--- src/assert_macros.svh ---
// Assertion macros shared by the receiver modules
`ifndef ASSERT_MACROS_SVH
`define ASSERT_MACROS_SVH

// Same-cycle implication, checked outside reset
`define ASSERT_IMPLIES(label, clk, rst, ante, cons) \
  label: assert property (@(posedge clk) disable iff (rst) (ante) |-> (cons)) \
    else $error("implication check failed");

// Next-cycle implication, checked outside reset
`define ASSERT_NEXT(label, clk, rst, ante, cons) \
  label: assert property (@(posedge clk) disable iff (rst) (ante) |=> (cons)) \
    else $error("next-cycle check failed");

// Invariant, checked outside reset
`define ASSERT_ALWAYS(label, clk, rst, cond) \
  label: assert property (@(posedge clk) disable iff (rst) (cond)) \
    else $error("invariant check failed");

`endif

--- src/urx_pkg.sv ---
// Shared types, constants and helper functions for the sampled UART receiver
`timescale 1ns / 1ps

package urx_pkg;

  // Field and register widths
  localparam int TIMER_BITS = 17;
  localparam int TPB_W      = 16;
  localparam int DBITS_W    = 4;
  localparam int PMODE_W    = 3;
  localparam int BYTE_W     = 8;
  localparam int IDX_W      = 4;
  localparam int CFG_DATA_W = 16;
  localparam int CFG_IDX_W  = 2;
  localparam int LOAD_W     = TPB_W + 2;
  localparam int CMP_W      = (TIMER_BITS > LOAD_W) ? TIMER_BITS : LOAD_W;

  // Register indexes
  localparam logic [CFG_IDX_W-1:0] REG_TICKS_PER_BIT = 2'd0;
  localparam logic [CFG_IDX_W-1:0] REG_DATA_BITS     = 2'd1;
  localparam logic [CFG_IDX_W-1:0] REG_PARITY_MODE   = 2'd2;

  // Register reset values
  localparam logic [TPB_W-1:0]   TPB_RESET   = 16'd16;
  localparam logic [DBITS_W-1:0] DBITS_RESET = 4'd8;

  // Data bit limits
  localparam logic [DBITS_W-1:0] DBITS_MIN = 4'd5;
  localparam logic [DBITS_W-1:0] DBITS_MAX = 4'd8;

  // Parity modes
  localparam logic [PMODE_W-1:0] PAR_NONE  = 3'd0;
  localparam logic [PMODE_W-1:0] PAR_EVEN  = 3'd1;
  localparam logic [PMODE_W-1:0] PAR_ODD   = 3'd2;
  localparam logic [PMODE_W-1:0] PAR_MARK  = 3'd3;
  localparam logic [PMODE_W-1:0] PAR_SPACE = 3'd4;

  // Receiver state
  typedef enum logic {
    ST_IDLE,
    ST_FRAME
  } state_t;

  // Effective configuration seen by the frame logic
  typedef struct packed {
    logic [TIMER_BITS-1:0] start_load;
    logic [TIMER_BITS-1:0] bit_load;
    logic [DBITS_W-1:0]    nbits;
    logic [PMODE_W-1:0]    mode;
  } cfg_t;

  // One finished byte from the frame logic
  typedef struct packed {
    logic              valid;
    logic [BYTE_W-1:0] data;
  } res_t;

  // Clamp a load value to the largest timer value
  function automatic logic [TIMER_BITS-1:0] sat_timer(input logic [LOAD_W-1:0] v);
    logic [CMP_W-1:0] wide;
    logic [CMP_W-1:0] maxv;
    wide = CMP_W'(v);
    maxv = CMP_W'({TIMER_BITS{1'b1}});
    if (wide > maxv) begin
      sat_timer = TIMER_BITS'(maxv);
    end else begin
      sat_timer = TIMER_BITS'(wide);
    end
  endfunction

  // Mask of the valid data bits for an effective bit count
  function automatic logic [BYTE_W-1:0] data_mask(input logic [DBITS_W-1:0] nb);
    case (nb)
      4'd5:    data_mask = 8'h1F;
      4'd6:    data_mask = 8'h3F;
      4'd7:    data_mask = 8'h7F;
      default: data_mask = 8'hFF;
    endcase
  endfunction

endpackage

--- src/urx_cfg.sv ---
// Configuration registers and effective timing and format values
`timescale 1ns / 1ps

module urx_cfg (
  input  logic                              clk,
  input  logic                              rst,
  input  logic                              cfg_write,
  input  logic [urx_pkg::CFG_IDX_W-1:0]     cfg_index,
  input  logic [urx_pkg::CFG_DATA_W-1:0]    cfg_data,
  output urx_pkg::cfg_t                     cfg
);
  import urx_pkg::*;

  logic [TPB_W-1:0]   ticks_per_bit;
  logic [DBITS_W-1:0] data_bits;
  logic [PMODE_W-1:0] parity_mode;
  logic [TPB_W-1:0]   period;
  logic [LOAD_W-1:0]  half_up;

  // Register writes
  always_ff @(posedge clk) begin
    if (rst) begin
      ticks_per_bit <= TPB_RESET;
      data_bits     <= DBITS_RESET;
      parity_mode   <= PAR_NONE;
    end else if (cfg_write) begin
      case (cfg_index)
        REG_TICKS_PER_BIT: ticks_per_bit <= cfg_data[TPB_W-1:0];
        REG_DATA_BITS:     data_bits     <= cfg_data[DBITS_W-1:0];
        REG_PARITY_MODE:   parity_mode   <= cfg_data[PMODE_W-1:0];
        default: ;
      endcase
    end
  end

  always_comb begin
    // Bit period of zero acts as one; start wait is 1.5 periods rounded up
    period  = (ticks_per_bit == '0) ? TPB_W'(1) : ticks_per_bit;
    half_up = (LOAD_W'(period) + LOAD_W'(1)) >> 1;
    cfg.start_load = sat_timer(LOAD_W'(period) + half_up);
    cfg.bit_load   = sat_timer(LOAD_W'(period));

    // Clamp data bits and map unknown parity codes to none
    if (data_bits < DBITS_MIN) begin
      cfg.nbits = DBITS_MIN;
    end else if (data_bits > DBITS_MAX) begin
      cfg.nbits = DBITS_MAX;
    end else begin
      cfg.nbits = data_bits;
    end
    cfg.mode = (parity_mode > PAR_SPACE) ? PAR_NONE : parity_mode;
  end

endmodule

--- src/urx_frame.sv ---
// Frame state machine: start detect, bit timing, data shift, parity and stop check
`timescale 1ns / 1ps

module urx_frame (
  input  logic           clk,
  input  logic           rst,
  input  logic           step,
  input  logic           level,
  input  urx_pkg::cfg_t  cfg,
  output urx_pkg::res_t  res
);
  import urx_pkg::*;
  `include "assert_macros.svh"

  state_t                state, state_next;
  logic                  prev_level, prev_level_next;
  logic [IDX_W-1:0]      bit_index, bit_index_next;
  logic [BYTE_W-1:0]     shift_byte, shift_byte_next;
  logic [TIMER_BITS-1:0] bit_timer, bit_timer_next;

  logic [BYTE_W-1:0]     mask;
  logic                  sample_now;
  logic                  in_data;
  logic                  in_parity;
  logic                  want_parity;

  // Decode the current bit slot
  always_comb begin
    mask       = data_mask(cfg.nbits);
    sample_now = (state == ST_FRAME) && (bit_timer <= TIMER_BITS'(1));
    in_data    = bit_index < cfg.nbits;
    in_parity  = !in_data && (cfg.mode != PAR_NONE) && (bit_index == cfg.nbits);
    case (cfg.mode)
      PAR_EVEN: want_parity = ^(shift_byte & mask);
      PAR_ODD:  want_parity = ~(^(shift_byte & mask));
      PAR_MARK: want_parity = 1'b1;
      default:  want_parity = 1'b0;
    endcase
  end

  // Next state
  always_comb begin
    state_next      = state;
    prev_level_next = prev_level;
    bit_index_next  = bit_index;
    shift_byte_next = shift_byte;
    bit_timer_next  = bit_timer;
    if (step) begin
      prev_level_next = level;
      case (state)
        ST_IDLE: begin
          if (prev_level && !level) begin
            state_next      = ST_FRAME;
            bit_index_next  = '0;
            shift_byte_next = '0;
            bit_timer_next  = cfg.start_load;
          end
        end
        ST_FRAME: begin
          if (!sample_now) begin
            bit_timer_next = bit_timer - TIMER_BITS'(1);
          end else begin
            bit_timer_next = cfg.bit_load;
            if (in_data) begin
              if (level) begin
                shift_byte_next = shift_byte | (BYTE_W'(1) << bit_index[2:0]);
              end
              bit_index_next = bit_index + IDX_W'(1);
            end else if (in_parity && (level == want_parity)) begin
              bit_index_next = bit_index + IDX_W'(1);
            end else begin
              // bad parity or stop slot: frame ends either way
              state_next     = ST_IDLE;
              bit_index_next = '0;
            end
          end
        end
        default: state_next = ST_IDLE;
      endcase
    end
  end

  // Result: stop slot sampled high
  always_comb begin
    res.valid = step && sample_now && !in_data && !in_parity && level;
    res.data  = shift_byte & mask;
  end

  // State registers
  always_ff @(posedge clk) begin
    if (rst) begin
      state      <= ST_IDLE;
      prev_level <= 1'b1;
      bit_index  <= '0;
      shift_byte <= '0;
      bit_timer  <= '0;
    end else begin
      state      <= state_next;
      prev_level <= prev_level_next;
      bit_index  <= bit_index_next;
      shift_byte <= shift_byte_next;
      bit_timer  <= bit_timer_next;
    end
  end

  `ASSERT_IMPLIES(a_idle_index_clear, clk, rst, state == ST_IDLE, bit_index == '0)
  `ASSERT_IMPLIES(a_frame_timer_live, clk, rst, state == ST_FRAME, bit_timer != '0)
  `ASSERT_ALWAYS(a_index_bound, clk, rst, bit_index <= DBITS_MAX + IDX_W'(1))
  `ASSERT_IMPLIES(a_result_ends_frame, clk, rst, res.valid, state_next == ST_IDLE)

endmodule

--- src/urx_outq.sv ---
// Two-slot output queue: result register plus skid slot
`timescale 1ns / 1ps

module urx_outq (
  input  logic                           clk,
  input  logic                           rst,
  input  urx_pkg::res_t                  res,
  output logic                           space,
  output logic                           out_valid,
  input  logic                           out_ready,
  output logic [urx_pkg::BYTE_W-1:0]     rx_byte
);
  import urx_pkg::*;
  `include "assert_macros.svh"

  logic              skid_valid;
  logic [BYTE_W-1:0] skid_byte;
  logic              pop;

  assign pop   = out_valid && out_ready;
  assign space = !skid_valid;

  // Valid flags
  always_ff @(posedge clk) begin
    if (rst) begin
      out_valid  <= 1'b0;
      skid_valid <= 1'b0;
    end else if (skid_valid) begin
      if (pop) begin
        skid_valid <= 1'b0;
      end
    end else if (out_valid && !pop) begin
      skid_valid <= res.valid;
    end else begin
      out_valid <= res.valid;
    end
  end

  // Payload
  always_ff @(posedge clk) begin
    if (skid_valid) begin
      if (pop) begin
        rx_byte <= skid_byte;
      end
    end else if (out_valid && !pop) begin
      if (res.valid) begin
        skid_byte <= res.data;
      end
    end else if (res.valid) begin
      rx_byte <= res.data;
    end
  end

  `ASSERT_IMPLIES(a_skid_behind_out, clk, rst, skid_valid, out_valid)
  `ASSERT_NEXT(a_skid_moves_up, clk, rst, skid_valid && pop, out_valid && !skid_valid)
  `ASSERT_IMPLIES(a_no_write_when_full, clk, rst, skid_valid, !res.valid)

endmodule

--- src/uart_sampled_receiver.sv ---
// Sampled UART receiver: 5 to 8 data bits, optional parity, one stop bit.
// Feed one thresholded line sample per transfer on the input channel; each
// sample counts as one tick. A falling edge while idle starts a frame, the
// first data bit is taken 1.5 bit periods later (rounded up) and each later
// bit one period after that. A byte whose parity and stop bit are good comes
// out on the output channel; bad frames are dropped without notice. The frame
// state is registered on the clock edge that ends the cycle in which a sample
// is transferred, and a finished byte enters the two-slot output queue on that
// same edge. in_ready drops only while both queue slots hold bytes not yet
// taken. Write configuration only while no frame is in progress.
`timescale 1ns / 1ps

module uart_sampled_receiver (
  input  logic                              clk,
  input  logic                              rst,
  input  logic                              cfg_write,
  input  logic [urx_pkg::CFG_IDX_W-1:0]     cfg_index,
  input  logic [urx_pkg::CFG_DATA_W-1:0]    cfg_data,
  input  logic                              in_valid,
  output logic                              in_ready,
  input  logic                              line_level,
  output logic                              out_valid,
  input  logic                              out_ready,
  output logic [urx_pkg::BYTE_W-1:0]        rx_byte
);
  import urx_pkg::*;

  cfg_t cfg;
  res_t res;
  logic step;

  // Sample transfer
  assign step = in_valid && in_ready;

  urx_cfg u_cfg (
    .clk       (clk),
    .rst       (rst),
    .cfg_write (cfg_write),
    .cfg_index (cfg_index),
    .cfg_data  (cfg_data),
    .cfg       (cfg)
  );

  urx_frame u_frame (
    .clk   (clk),
    .rst   (rst),
    .step  (step),
    .level (line_level),
    .cfg   (cfg),
    .res   (res)
  );

  urx_outq u_outq (
    .clk       (clk),
    .rst       (rst),
    .res       (res),
    .space     (in_ready),
    .out_valid (out_valid),
    .out_ready (out_ready),
    .rx_byte   (rx_byte)
  );

endmodule
--- config.mk ---
export PLATFORM = sky130hd
export DESIGN_NAME = uart_sampled_receiver
export DESIGN_NICKNAME = d
export VERILOG_FILES = /design/src/urx_pkg.sv /design/src/urx_cfg.sv /design/src/urx_frame.sv /design/src/urx_outq.sv /design/src/uart_sampled_receiver.sv
export VERILOG_INCLUDE_DIRS = /design/src /design/src/src
export SDC_FILE = /design/constraint.sdc
export NUM_CORES = 1
export LEC_CHECK = 0
export ABC_AREA = 1
export BUFFER_PORTS_ARGS = -buffer_cell sky130_fd_sc_hd__buf_4
export CAP_MARGIN = 20
export CORE_ASPECT_RATIO = 0.9
export CORE_MARGIN = 3
export CORE_UTILIZATION = 35
export CTS_BUF_LIST = sky130_fd_sc_hd__clkbuf_4 sky130_fd_sc_hd__clkbuf_8
export DETAILED_ROUTE_END_ITERATION = 8
export GPL_TIMING_DRIVEN = 0
export SYNTH_ARGS = -nofsm -noshare
export SYNTH_HDL_FRONTEND = slang
export SYNTH_SLANG_ARGS = --single-unit
--- constraint.sdc ---
create_clock -name clk -period 3.25 [get_ports clk]
set_clock_uncertainty 0.05 [all_clocks]
set_input_delay 0.1625 -clock clk [delete_from_list [all_inputs] [get_ports clk]]
set_output_delay 0.1625 -clock clk [all_outputs]
set_load 0.02 [all_outputs]
## After elaboration in Yosys (flattened, before gate mapping)

Cells that the tools add are included.

| word-level totals | value |
|---|---|
| bits in registers | 72 |
| input port bits | 24 |
| output and inout bits | 10 |
| logic and storage cells | 108 |

| cells by class | value |
|---|---|
| $add $sub $neg | 4 |
| order comparisons | 6 |
| equal/unequal tests | 16 |
| shift operators | 1 |
| muxes and demuxes | 32 |
| bitwise gates (word level) | 6 |
| reduce and logical (&&, ||, !) cells | 31 |

Operator list:

| operator | count |
|---|---|
| 2-to-1 mux 8 bit | 8 |
| 2-to-1 mux 17 bit | 3 |
| case mux 17 bit (2 select lines) | 1 |
| 2-to-1 mux 4 bit | 6 |
| case mux 8 bit (3 select lines) | 1 |
| adder 16 x 17 -> 18 bit | 1 |
| > comparator 18 x 17 -> 1 bit, second input constant | 1 |
| adder 16 x 1 -> 17 bit, second input constant | 1 |
| less-or-equal comparator 17 x 1 -> 1 bit, second input constant | 1 |
| subtractor 17 x 1 -> 17 bit, second input constant | 1 |
| logical NOT 16 bit | 1 |
| 2-to-1 mux 16 bit | 1 |
| case mux 8 bit (2 select lines) | 1 |
| equality test 4 x 3 -> 1 bit, second input constant | 3 |
| logical AND 1 bit | 12 |
| AND reduction 2 bit | 5 |
| AND reduction 3 bit | 3 |
| AND 8 bit | 1 |
| != test 2 bit, second input constant | 4 |
| bitwise OR 8 bit | 1 |
| case mux 4 bit (2 select lines) | 1 |
| XOR reduction 8 bit | 1 |
| << shifter 1 x 3 -> 8 bit, first input constant | 1 |
| 2-to-1 mux 1 bit | 7 |
| other kinds (21) | 30 |

## Logic depth before layout (Yosys ltp)

| depth | value |
|---|---|
| depth in word-level cells | 15 |
| mapped depth | 25 |
| gate-level depth less buffers | 25 |

## Cells and area by module

Synthesis repeated with hierarchy kept, for this count alone.

| second synthesis, totals | value |
|---|---|
| cells, all modules | 739 |
| area total of the unflattened synthesis | 5109.9 um^2 |

Modules (own cells, without submodules):

| module | times used | cells an instance | area an instance (um^2) | sequential area each (um^2) |
|---|---|---|---|---|
| urx_frame | 1 | 343 | 2326.0 | 620.6 |
| urx_cfg | 1 | 332 | 2074.5 | 460.4 |
| urx_outq | 1 | 62 | 701.9 | 520.5 |
| uart_sampled_receiver | 1 | 2 | 7.5 | 0.0 |

## Least setup slack after synthesis

Ideal clock, no wire load.

| path | value |
|---|---|
| kind | register -> register |
| from | register u_cfg.ticks_per_bit[1] |
| to | register u_frame.bit_timer[13] |
| setup time | 124 ps |
| arrival time | 2626 ps |
| data required time | 3076 ps |
| slack | 450 ps |
| cell stages (with the launch flop) | 22 |
| path buffers | 0 |
| period minus slack after synthesis | 2800 ps |
| cell sequence | dfxtp_1 -> nand2_1 -> nor2_1 -> inv_1 -> nor2_2 -> inv_2 -> nor2_4 -> nand2_1 -> nor2_2 -> inv_2 -> nor2_4 -> xor2_1 -> ha_1 -> nand2_1 -> nor2_1 -> nor2_1 -> o21ai_0 -> a21boi_0 -> nand2_1 -> or2_2 -> nand3_1 -> a21oi_1 |

| on the way | value |
|---|---|
| longest elaborated chain between the ends | 8 |
| elaborated cells on any way between the ends | 9 |
| classes of those cells | add/sub (2); order compare (1); mux (5); reduce/logical (1) |

Ends and longest elaborated chain:

| item | RTL line | source |
|---|---|---|
| start: declaration | urx_cfg.sv:14 | `logic [TPB_W-1:0] ticks_per_bit;` |
| start signal: assignment | urx_cfg.sv:28 | `REG_TICKS_PER_BIT: ticks_per_bit <= cfg_data[TPB_W-1:0];` |
| logical NOT 16 bit | urx_cfg.sv:38 | `period = (ticks_per_bit == '0) ? TPB_W'(1) : ticks_per_bit;` |
| 2-to-1 mux 16 bit * | urx_cfg.sv:38 |  |
| adder 16 x 1 -> 17 bit | urx_cfg.sv:39 | `half_up = (LOAD_W'(period) + LOAD_W'(1)) >> 1;` |
| adder 16 x 17 -> 18 bit | urx_cfg.sv:40 | `cfg.start_load = sat_timer(LOAD_W'(period) + half_up);` |
| > comparator 18 x 17 -> 1 bit | urx_pkg.sv:64 | `if (wide > maxv) begin` |
| 2-to-1 mux 17 bit | urx_pkg.sv:64 |  |
| 2-to-1 mux 17 bit | urx_frame.sv:52 | `if (prev_level && !level) begin` |
| case mux 17 bit (2 select lines) * | urx_frame.sv:50 | `case (state)` |
| end signal: assignment | urx_frame.sv:102 | `bit_timer <= bit_timer_next;` |
| end: declaration | urx_frame.sv:19 | `logic [TIMER_BITS-1:0] bit_timer, bit_timer_next;` |

Every way passes the cells marked *; elsewhere a longest branch is shown, timed or not. The select of a mux whose other input is x is not followed.
A chain may end at the register's enable or synchronous reset.

## Worst setup path after layout

| path | value |
|---|---|
| from | register u_cfg.ticks_per_bit[1] |
| to | register u_frame.bit_timer[16] |

| on the way | value |
|---|---|
| longest elaborated chain between the ends | 8 |

Ends and longest elaborated chain:

| item | RTL line |
|---|---|
| logical NOT 16 bit | urx_cfg.sv:38 |
| 2-to-1 mux 16 bit * | urx_cfg.sv:38 |
| adder 16 x 1 -> 17 bit | urx_cfg.sv:39 |
| adder 16 x 17 -> 18 bit * | urx_cfg.sv:40 |
| > comparator 18 x 17 -> 1 bit | urx_pkg.sv:64 |
| 2-to-1 mux 17 bit * | urx_pkg.sv:64 |
| 2-to-1 mux 17 bit * | urx_frame.sv:52 |
| case mux 17 bit (2 select lines) * | urx_frame.sv:50 |

Marks and branches as above.

==> flow_metrics.tcl <==
set metrics [dict create \
    status "complete, no violations" \
    cts_root_buffer "clkbuf_8" \
    grt_overflow_total 0 \
    critPathLaunch "u_cfg.ticks_per_bit[1]" \
    required_ns 3.44 \
    grt_pass1_vias 4225 \
    grt_use_met3 0.0325 \
    seq_area_frac_synth 0.336 \
    worst_slew_pin_slew_ns 0.628 \
    synth_edf_count 16 \
    ys_types 44 \
    area_growth_pct 18.6 \
    synth_seq_cells 72 \
    cts_buffer_depth 2 \
    clk_latency_ns 0.35 \
    drc 0 \
    drt-initial-drc-count 298 \
    fp.dieH_um 117 \
    antenna_found_initial 0 \
    finalCritPeriodShare 0.930 \
    synth.cell_area_um2 4770 \
    vias 4594 \
    fin_hold_ws_ns 0.0208 \
    grt_use_met1 0.235 \
    syn-instance-count 672 \
    drtAntennaViolNets 0 \
    htree_num_levels 3 \
    fp.coreArea_um2 13000 \
    grt.met2_usage 0.264 \
    routabilityCongestion 0.906 \
    diodes 0 \
    synth.largest_area_cell "dfxtp_1" \
    first_pass_iters 5 \
    synth.top_cells.by_area "dfxtp_1 24%, edfxtp_1 10%, nand2_1 9.4%" \
    start_util 0.366 \
    worstPathArrival_ns 3.22 \
    grt.total_usage 0.168 \
    end_kind "flip-flop" \
    pre_cts_ws_ns -0.213 \
    total_power_mw 2.25 \
    clock-sinks 72 \
    synthFlopType "dfxtp_1" \
    num_rows 39 \
    r2r-start "u_cfg.ticks_per_bit[1]" \
    hold_path_class "in2reg" \
    ir_drop_uv 185 \
    critPathMaxFanout 6 \
    wire_per_inst_um 13.8 \
    setup_tns_ns 0 \
    multi_input_area_um2 2800 \
    synth_warnings 0 \
    maxCapViolCount 0 \
    hold_viol 0 \
    dp_hpwl_um 9670 \
    fin_ws_ns 0.227 \
    drt_wl_total_um 12400 \
    grt_pass1_wl_um 20300 \
    hold_start "cfg_data[3]" \
    synth.top_cell.area_share 0.235 \
    die_area_um2 15100 \
    period_needed_ns 3.02 \
    p_leak_nw 2.48 \
    synth-async-reset-ratio 0 \
    tritoncts "yes" \
    ioPinCount 34 \
    slew_viol_final 0 \
    fmax_mhz 331 \
    vias_per_cell 5.13 \
    clk_pin_slew_ns 0.09 \
    yosysMostFrequentCell "nand2_1" \
    n_fill_cell 1300 \
    drive_gt1_frac 0.169 \
    max_slew_margin 0.580 \
    avgSynthCellArea_um2 7.10 \
    pwr_density_cell_nw_per_um2 397 \
    worstSetupStartpointType "flip-flop" \
    finalSetupViolCount 0 \
    crit_type "reg2reg" \
    grt_max_degree 15 \
    synth_common_cells "120 x nand2_1, 82 x inv_1, 65 x a21oi_1" \
    synth_nets 724 \
    cts_buffers 9 \
    regArea_um2 1610 \
    port-buffer-count 32 \
    nets 779 \
    die_x_um 129 \
    top_usage_layer "met2" \
]
-- flip-flops by register name (all words and copies together) (netlist names), 3 cells and up --
register             count
u_frame.shift_byte       8
u_frame.bit_index        4
u_outq.rx_byte           8
u_cfg.ticks_per_bit     16
u_frame.bit_timer       17
u_cfg.parity_mode        3
u_outq.skid_byte         8
u_cfg.data_bits          4
-- placed cells by master (no fill, tap or decap), drive strengths merged --
cell / instances
a211oi: 2
a21boi: 4
a21o: 1
a21oi: 66
a221oi: 5
a22oi: 3
a31oi: 7
a41oi: 1
buf: 46
bufinv: 2
clkbuf: 37
clkinv: 2
clkinvlp: 1
dfxtp: 56
dlygate4sd3: 3
edfxtp: 16
fa: 1
ha: 27
inv: 93
nand2: 128
nand3: 51
nand4: 9
nor2: 57
nor3: 11
nor4: 1
o2111ai: 2
o211ai: 5
o21ai: 61
o21bai: 2
o221a: 1
o221ai: 2
o22ai: 2
or2: 5
xnor2: 4
xor2: 18
-- worst paths after layout --
| path | slack (ns) | endpoint | cells after the start |
|---|---|---|---|
| hold reg to reg | 0.41 | u_frame.shift_byte[7] | 2 |
| setup / recovery | 0.23 | u_frame.bit_timer[16] | 23 |
| setup reg to reg | 0.23 | u_frame.bit_timer[16] | 23 |
| hold / removal | 0.02 | u_cfg.data_bits[3] | 3 |
-- layout make-up --
type                            count  area share
Buffer                             33      0.0250
Clock buffer                        9      0.0219
Clock inverter                      7      0.0181
Inverter                           91      0.0604
Multi-Input combinational cell    476       0.495
Sequential cell                    72       0.284
Tap cell                          164      0.0363
Timing Repair Buffer               44      0.0593
-- cell families after synthesis --
logic type	after synthesis	synth area share
buffers and inverters	124	0.101
flip-flops	72	0.336
XOR/XNOR	22	0.0404
adder cells (fa/ha/maj)	28	0.0750
AO/OA/AOI/OAI	164	0.197
AND/OR/NAND/NOR	262	0.251
-- where the power goes --
| group | internal (mW) | switching [mW] | total [mW] |
|---|---|---|---|
| combinational | 0.170 | 0.276 | 0.446 |
| sequential | 0.946 | 0.0401 | 0.986 |
| clock | 0.440 | 0.374 | 0.814 |
| total | 1.56 | 0.690 | 2.25 |
-- per-layer routing --
metal / wire length (µm) / vias to the layer above
met4: 200 / 0
met5: 0 / -
met3: 620 / 16
met1: 6040 / 2099
met2: 5540 / 131
li1: - / 2348
-- per-stage QoR --
stage / utilization / area [µm²] / cells
6_report: 0.434 / 5660 / 896
5_1_grt: 0.434 / 5660 / 896
4_1_cts: 0.423 / 5510 / 890
3_5_place_dp: 0.400 / 5220 / 868
3_3_place_gp: 0.400 / 5220 / 868
2_1_floorplan: - / 4770 / 672
-- timing repair --
action,4_1_cts,5_1_grt
setup endpoints to repair,1,8
buffers inserted,3,5
hold buffers,3,0
resized for setup,5,28
pin swaps,4,13
hold endpoints to repair,3,0
-- critical path: stages (launching register included) --
cell and delay (ns):
dfxtp_2 0.36, nand2_2 0.07, nor2_2 0.11, inv_2 0.07, nor2_4 0.12, inv_2 0.06
nor2_4 0.08, nand2_2 0.07, nor2_4 0.12, buf_4 0.12, buf_4 0.09, a21oi_1 0.05
nor2_1 0.12, ha_2 0.35, a21oi_4 0.20, o21ai_0 0.11, nand2_1 0.08, nand3_2 0.09
nand3_2 0.10, nand2_4 0.06, a31oi_4 0.22, o21ai_1 0.08, o211ai_1 0.10, inv_1 0.05
Note: power is estimated with default switching activity, not from simulation.
